File: src/design/cdfs_pkg.sv
// Package for the clock display frame serializer.
// Holds the request and response payload types, frame constants and segment tables.
// No dependencies.
package cdfs_pkg;

   localparam int FRAME_DATA_BITS = 34;
   localparam int POS_W           = 8;

   // A frame's header and data part runs pulse positions 0 through 36.
   localparam logic [POS_W-1:0] HEAD_DATA_POS = 8'd3;
   localparam logic [POS_W-1:0] HEAD_ONE_POS  = 8'd1;
   localparam logic [POS_W-1:0] HEAD_LAST_POS = 8'd36;

   typedef logic [FRAME_DATA_BITS-1:0] frame_type;

   typedef struct packed {
      logic       start_req;
      logic [4:0] hour;
      logic [5:0] minute;
   } req_type;

   typedef struct packed {
      logic clock_pulse;
      logic data_level;
      logic busy_res;
      logic frame_done;
   } rsp_type;

   function automatic logic [7:0] hour_segs(input logic [3:0] digit);
      logic [7:0] segs;
      case (digit)
         4'd0:    segs = 8'h7E;
         4'd1:    segs = 8'h48;
         4'd2:    segs = 8'h3D;
         4'd3:    segs = 8'h6D;
         4'd4:    segs = 8'h4B;
         4'd5:    segs = 8'h67;
         4'd6:    segs = 8'h77;
         4'd7:    segs = 8'h4C;
         4'd8:    segs = 8'h7F;
         4'd9:    segs = 8'h6F;
         default: segs = 8'h00;
      endcase
      return segs;
   endfunction

   function automatic logic [7:0] minute_segs(input logic [3:0] digit);
      logic [7:0] segs;
      case (digit)
         4'd0:    segs = 8'hE7;
         4'd1:    segs = 8'h21;
         4'd2:    segs = 8'hCB;
         4'd3:    segs = 8'h6B;
         4'd4:    segs = 8'h2D;
         4'd5:    segs = 8'h6E;
         4'd6:    segs = 8'hEE;
         4'd7:    segs = 8'h23;
         4'd8:    segs = 8'hEF;
         4'd9:    segs = 8'h6F;
         default: segs = 8'h00;
      endcase
      return segs;
   endfunction

endpackage

File: src/design/cdfs_frame_pack.sv
// Splits hour and minute into decimal digits and packs the 34-bit display frame.
// Depends on cdfs_pkg for the frame type and the segment tables.
module cdfs_frame_pack (
   input  logic [4:0]         hour,
   input  logic [5:0]         minute,
   input  logic               colon,
   output cdfs_pkg::frame_type frame
);
   import cdfs_pkg::*;

   logic [3:0] hour_tens;
   logic [3:0] hour_units;
   logic [3:0] min_tens;
   logic [3:0] min_units;
   logic [6:0] hour_base;
   logic [6:0] min_base;

   // Tens digits come from a short compare chain; the ranges are small.
   always_comb begin
      if (hour >= 5'd30)      hour_tens = 4'd3;
      else if (hour >= 5'd20) hour_tens = 4'd2;
      else if (hour >= 5'd10) hour_tens = 4'd1;
      else                    hour_tens = 4'd0;

      if (minute >= 6'd60)      min_tens = 4'd6;
      else if (minute >= 6'd50) min_tens = 4'd5;
      else if (minute >= 6'd40) min_tens = 4'd4;
      else if (minute >= 6'd30) min_tens = 4'd3;
      else if (minute >= 6'd20) min_tens = 4'd2;
      else if (minute >= 6'd10) min_tens = 4'd1;
      else                      min_tens = 4'd0;

      hour_base  = 7'(hour_tens) * 7'd10;
      min_base   = 7'(min_tens) * 7'd10;
      hour_units = 4'(7'(hour) - hour_base);
      min_units  = 4'(7'(minute) - min_base);
   end

   assign frame = {hour_segs(hour_units), hour_segs(hour_tens), colon, colon,
                   minute_segs(min_tens), minute_segs(min_units)};

endmodule

File: src/design/cdfs_sequencer.sv
// Pulse sequencer: holds the frame state and produces one pulse result per step.
// Depends on cdfs_pkg and on cdfs_frame_pack for the latched frame contents.
module cdfs_sequencer #(
   parameter int TRAIL_PULSES = 100
) (
   input  logic              clock,
   input  logic              reset,
   input  logic              step,
   input  cdfs_pkg::req_type req,
   output cdfs_pkg::rsp_type rsp
);
   import cdfs_pkg::*;

   localparam logic [POS_W-1:0] TRAIL_LAST_POS = POS_W'(TRAIL_PULSES - 1);

   logic [POS_W-1:0] pulse_position_ff, pulse_position_in;
   frame_type        frame_bits_ff, frame_bits_in;
   logic             colon_flag_ff, colon_flag_in;
   logic             frame_active_ff, frame_active_in;
   logic             powerup_pending_ff, powerup_pending_in;
   logic             in_trail_ff, in_trail_in;

   frame_type        packed_frame;
   logic             take_start;
   logic             active;
   logic             trail;
   logic [POS_W-1:0] pos;
   frame_type        bits;

   cdfs_frame_pack u_pack (
      .hour   (req.hour),
      .minute (req.minute),
      .colon  (colon_flag_ff),
      .frame  (packed_frame)
   );

   always_comb begin
      take_start = !frame_active_ff && !powerup_pending_ff && req.start_req;
      active     = frame_active_ff || take_start;
      trail      = take_start ? 1'b0 : in_trail_ff;
      pos        = take_start ? '0 : pulse_position_ff;
      bits       = take_start ? packed_frame : frame_bits_ff;

      pulse_position_in  = pulse_position_ff;
      frame_bits_in      = bits;
      colon_flag_in      = take_start ? !colon_flag_ff : colon_flag_ff;
      frame_active_in    = active;
      powerup_pending_in = powerup_pending_ff;
      in_trail_in        = trail;
      rsp                = '0;

      if (active) begin
         rsp.clock_pulse = 1'b1;
         rsp.busy_res    = 1'b1;
         if (!trail) begin
            // The frame shifts out of its top bit once the header is sent.
            if (pos == HEAD_ONE_POS) begin
               rsp.data_level = 1'b1;
            end else if (pos >= HEAD_DATA_POS) begin
               rsp.data_level = bits[FRAME_DATA_BITS-1];
               frame_bits_in  = {bits[FRAME_DATA_BITS-2:0], 1'b0};
            end
            if (pos == HEAD_LAST_POS) begin
               in_trail_in       = 1'b1;
               pulse_position_in = '0;
            end else begin
               pulse_position_in = pos + 1'b1;
            end
         end else begin
            if (pos == TRAIL_LAST_POS) begin
               frame_active_in   = 1'b0;
               in_trail_in       = 1'b0;
               pulse_position_in = '0;
               rsp.frame_done    = 1'b1;
            end else begin
               pulse_position_in = pos + 1'b1;
            end
         end
      end else if (powerup_pending_ff) begin
         rsp.clock_pulse = 1'b1;
         rsp.busy_res    = 1'b1;
         if (pulse_position_ff == TRAIL_LAST_POS) begin
            powerup_pending_in = 1'b0;
            pulse_position_in  = '0;
         end else begin
            pulse_position_in = pulse_position_ff + 1'b1;
         end
      end
   end

   always_ff @(posedge clock) begin
      if (reset) begin
         pulse_position_ff  <= '0;
         colon_flag_ff      <= 1'b0;
         frame_active_ff    <= 1'b0;
         powerup_pending_ff <= 1'b1;
         in_trail_ff        <= 1'b0;
      end else if (step) begin
         pulse_position_ff  <= pulse_position_in;
         colon_flag_ff      <= colon_flag_in;
         frame_active_ff    <= frame_active_in;
         powerup_pending_ff <= powerup_pending_in;
         in_trail_ff        <= in_trail_in;
      end
   end

   always_ff @(posedge clock) begin
      if (step) begin
         frame_bits_ff <= frame_bits_in;
      end
   end

endmodule

File: src/design/clock_display_frame_serializer_unit.sv
// Clock display frame serializer: one request per bit period, one response per request.
// Each request passes through the input register and then the response register.
// Throughput: one request per cycle; the input register and the response register
// each advance whenever the stage after them can take data.
// Reset: synchronous; the first 100 (TRAIL_PULSES) requests give the power-up idle run.
// Depends on cdfs_pkg and cdfs_sequencer.
module clock_display_frame_serializer_unit #(
   parameter int TRAIL_PULSES = 100
) (
   input  logic              clock,
   input  logic              reset,
   input  logic              req_valid,
   output logic              req_ready,
   input  cdfs_pkg::req_type req_data,
   output logic              rsp_valid,
   input  logic              rsp_ready,
   output cdfs_pkg::rsp_type rsp_data
);
   import cdfs_pkg::*;

   logic    req_valid_ff;
   req_type req_data_ff;
   logic    rsp_valid_ff;
   rsp_type rsp_data_ff, rsp_data_in;
   logic    out_free;
   logic    step;

   assign out_free  = !rsp_valid_ff || rsp_ready;
   assign step      = req_valid_ff && out_free;
   assign req_ready = !req_valid_ff || out_free;
   assign rsp_valid = rsp_valid_ff;
   assign rsp_data  = rsp_data_ff;

   cdfs_sequencer #(
      .TRAIL_PULSES (TRAIL_PULSES)
   ) u_seq (
      .clock (clock),
      .reset (reset),
      .step  (step),
      .req   (req_data_ff),
      .rsp   (rsp_data_in)
   );

   always_ff @(posedge clock) begin
      if (reset) begin
         req_valid_ff <= 1'b0;
         rsp_valid_ff <= 1'b0;
      end else begin
         if (req_ready) begin
            req_valid_ff <= req_valid;
         end
         if (out_free) begin
            rsp_valid_ff <= req_valid_ff;
         end
      end
   end

   always_ff @(posedge clock) begin
      if (req_valid && req_ready) begin
         req_data_ff <= req_data;
      end
      if (step) begin
         rsp_data_ff <= rsp_data_in;
      end
   end

`ifndef SYNTHESIS
   a_done_is_busy: assert property (@(posedge clock) disable iff (reset)
      rsp_valid_ff && rsp_data_ff.frame_done |-> rsp_data_ff.busy_res &&
      rsp_data_ff.clock_pulse)
      else $error("frame end reported outside a busy pulse");

   a_data_needs_pulse: assert property (@(posedge clock) disable iff (reset)
      rsp_valid_ff && rsp_data_ff.data_level |-> rsp_data_ff.clock_pulse)
      else $error("data high without a clock pulse");

   a_input_held: assert property (@(posedge clock) disable iff (reset)
      req_valid_ff && !out_free |=> req_valid_ff && $stable(req_data_ff))
      else $error("input register lost a request while stalled");
`endif

endmodule
File: config.mk
export PLATFORM = sky130hd
export DESIGN_NAME = clock_display_frame_serializer_unit
export DESIGN_NICKNAME = d
export VERILOG_FILES = /design/src/design/cdfs_pkg.sv /design/src/design/cdfs_frame_pack.sv /design/src/design/cdfs_sequencer.sv /design/src/design/clock_display_frame_serializer_unit.sv
export SDC_FILE = /design/constraint.sdc
export NUM_CORES = 1
export LEC_CHECK = 0
export BUFFER_PORTS_ARGS = -buffer_cell sky130_fd_sc_hd__buf_2
export CORE_AREA = 2 2 91 93
export DETAILED_ROUTE_END_ITERATION = 12
export DIE_AREA = 0 0 93 95
export GPL_TIMING_DRIVEN = 0
export PLACE_DENSITY_LB_ADDON = 0.12
export SKIP_CTS_REPAIR_TIMING = 1
export SLEW_MARGIN = 20
export SYNTH_ARGS = -nofsm -noshare
export SYNTH_HDL_FRONTEND = slang
export SYNTH_SLANG_ARGS = --single-unit
File: constraint.sdc
create_clock -name clock -period 3.1 [get_ports clock]
set_clock_uncertainty 0.05 [all_clocks]
set_input_delay 0.31 -clock clock [delete_from_list [all_inputs] [get_ports clock]]
set_output_delay 0.31 -clock clock [all_outputs]
set_load 0.01 [all_outputs]
==> flow_metrics.tcl <==
set metrics [dict create \
    synthArstFlopShare 0 \
    hold_violations 0 \
    crit_chain "nor2b_2, nand3_1, o21ai_1, o21a_2, inv_2, ha_4, fa_2, or4_4, and4_4, a2111oi_4, a222oi_1" \
    synth_cell_types 65 \
    synthCells 446 \
    yosys-top-cells-count "edfxtp_1, nand2_1, nor2_1" \
    antenna_cells 0 \
    place_hpwl_mm 6.991 \
    placed_area_um2 4502 \
    hold_path_class "input port to flop" \
    yosysMostFrequentCell "edfxtp_1" \
    synth_top_area_frac 0.3477 \
    final_antenna_net_count 0 \
    cp.required_ns 3.14 \
    grt_pass1_vias 3293 \
    syn_nets 487 \
    vias 3705 \
    stdcell_area_um2 5110 \
    yosysSeqAreaShare 0.4140 \
    rows 33 \
    layout-drive-gt1-share 0.2253 \
    critPathMaxFanout 7 \
    drcViolationCount 0 \
    synthTopCellsByArea "edfxtp_1, ha_1, dfxtp_1, nand2_1, mux2i_1" \
    finalMaxSlewViolations 0 \
    worst-setup-path-type "flop to flop" \
    multiInputGateArea_um2 2364 \
    tightest_slew_ns 0.7862 \
    clock_path_buffers 2 \
    path_delay_family "simple AND/OR/NAND/NOR gates" \
    overflow 0 \
    finalCritPeriodShare 1.025 \
    nNetsFinal 542 \
    worst_slack_ns -0.07708 \
    track_usage 0.2383 \
    clk_latency_ns 0.36 \
    worst_setup_path_start_kind "flop" \
    cts_buffers 9 \
    coreArea_um2 7928 \
    synth_area_per_cell_um2 9.488 \
    nFillCells 665 \
    ys_seq_elements 63 \
    cpPeakStageDelay_ns 0.59 \
    setup_tns_ns -0.3378 \
    cap_violations 0 \
    yosysTopAreaCell "edfxtp_1" \
    start_util 0.5338 \
    power_density_nw_per_um2 428.8 \
    wire_per_inst_um 17.25 \
    routed_wl_mm 10.54 \
    htreeDepth 3 \
    die_h_um 95 \
    design.die.area_um2 8835 \
    grt_pass1_wl_mm 16.20 \
    rsz0062_at_grt "true" \
    gp_congestion 0.8751 \
    grt_max_degree 26 \
    irDropWorstVdd_mv 0.2272 \
    fin_util 0.6446 \
    netlist_area_um2 4232 \
    io-pin-count 22 \
    worstPathArrival_ns 3.22 \
    synth_enable_flop_cells 49 \
    post-place-ws_ns -0.8349 \
    die_w_um 93 \
    synth_ff_type "edfxtp_1" \
    first_pass_iters 7 \
    setup_viol_count_final 8 \
    maxSlewHeadroom 0.4759 \
    violations "setup timing" \
    cp_slowest_cell "or4_4" \
    crit_buf_inv 1 \
    endpoint_kind "flop" \
    seq_area_um2 1752 \
    period_needed_ns 3.177 \
    maxClockFrequency_ghz 0.3148 \
    area_growth_pct 20.76 \
    antenna_found_initial 0 \
    port_buffers 21 \
    cts-root-buf "clkbuf_8" \
    status "finished, violations left" \
    drt_iter0_markers 374 \
    clk_pin_slew_worst_paths_ns 0.07 \
    cts_tree "yes" \
    ys_warn_count 0 \
    numClockSinks 63 \
    p_leak_nw 1.973 \
    via_per_inst 6.064 \
]
report_power, final:
group	switching (mW)	leakage [nW]	internal [mW]
logic	0.233	1.28	0.170
registers	0.0202	0.575	0.948
clock network	0.328	0.114	0.493
total	0.581	1.97	1.61
path summary, 6_finish.rpt:
check	startpoint	depth (start not counted)	to	slack, ns
max	req_data_ff[2]$_DFFE_PP_	11	u_seq.frame_bits_ff[6]$_DFFE_PP_	-0.08
min	req_data[6]	1	req_data_ff[6]$_DFFE_PP_	0.07
max reg2reg	req_data_ff[2]$_DFFE_PP_	11	u_seq.frame_bits_ff[6]$_DFFE_PP_	-0.08
min reg2reg	req_valid_ff$_SDFFE_PP0N_	2	rsp_valid$_SDFFE_PP0P_	0.47
cell type report:
class	instances	area share
clock inverters	4	0.01347
clock buffers	12	0.03036
plain buffers	34	0.04971
inverters	19	0.01445
repair buffers	44	0.06097
well taps	105	0.02571
multi-input cells	330	0.4625
flip-flops and latches	63	0.3428
placed cells by master (no fill, tap or decap), types with 11 or more instances in the layout:
cell      synthesis  layout
ha_1             23      22
nand2b_1         11      11
clkbuf_1         20      16
a31oi_1          13      12
nor2_1           31      31
edfxtp_1         49      49
inv_1            18      16
buf_4             2      23
o21ai_0          24      22
nor3_1           12      11
clkbuf_8          0      11
nand2_1          45      45
a21oi_1          27      25
buf_2             8      23
mux2i_1          15      15
dfxtp_1          14      14
metrics by stage:
step	power, mW	hold WS, ns	std cells
floorplan	1.231	0.3589	446
CTS	2.127	0.06409	589
global placement	1.301	0.4353	572
finish	2.191	0.07301	611
global route	2.271	0.06711	611
detailed placement	1.311	0.4384	573
state kept, by name, indices dropped and copies added, names as in the netlist:
name                      flops
u_seq.pulse_position_ff       8
rsp_data                      3
u_seq.in_trail_ff             1
req_data_ff                  12
u_seq.frame_active_ff         1
u_seq.colon_flag_ff           1
u_seq.frame_bits_ff          34
req_valid_ff                  1
u_seq.powerup_pending_ff      1
rsp_valid                     1
kinds of logic (layout without fill, tap and decap cells):
family	Yosys count	in the layout	synth area share
muxes	19	19	0.05411
xor gates and xnor gates	4	4	0.008281
AOI/OAI and AO/OA	134	134	0.2156
buffers and inverters	53	113	0.05529
and+or+nand+nor	147	147	0.1730
adders and majority gates	26	26	0.07984
DFF	63	63	0.4140
metal layers:
layer / up-vias / global-route usage / share of wire
met5: - / 0 / 0
met4: 0 / 0.07966 / 0.017
met3: 14 / 0.04948 / 0.046
met2: 125 / 0.3774 / 0.47
met1: 1796 / 0.3277 / 0.46
li1: 1770 / - / -
Power figures use the tool's default switching activity.
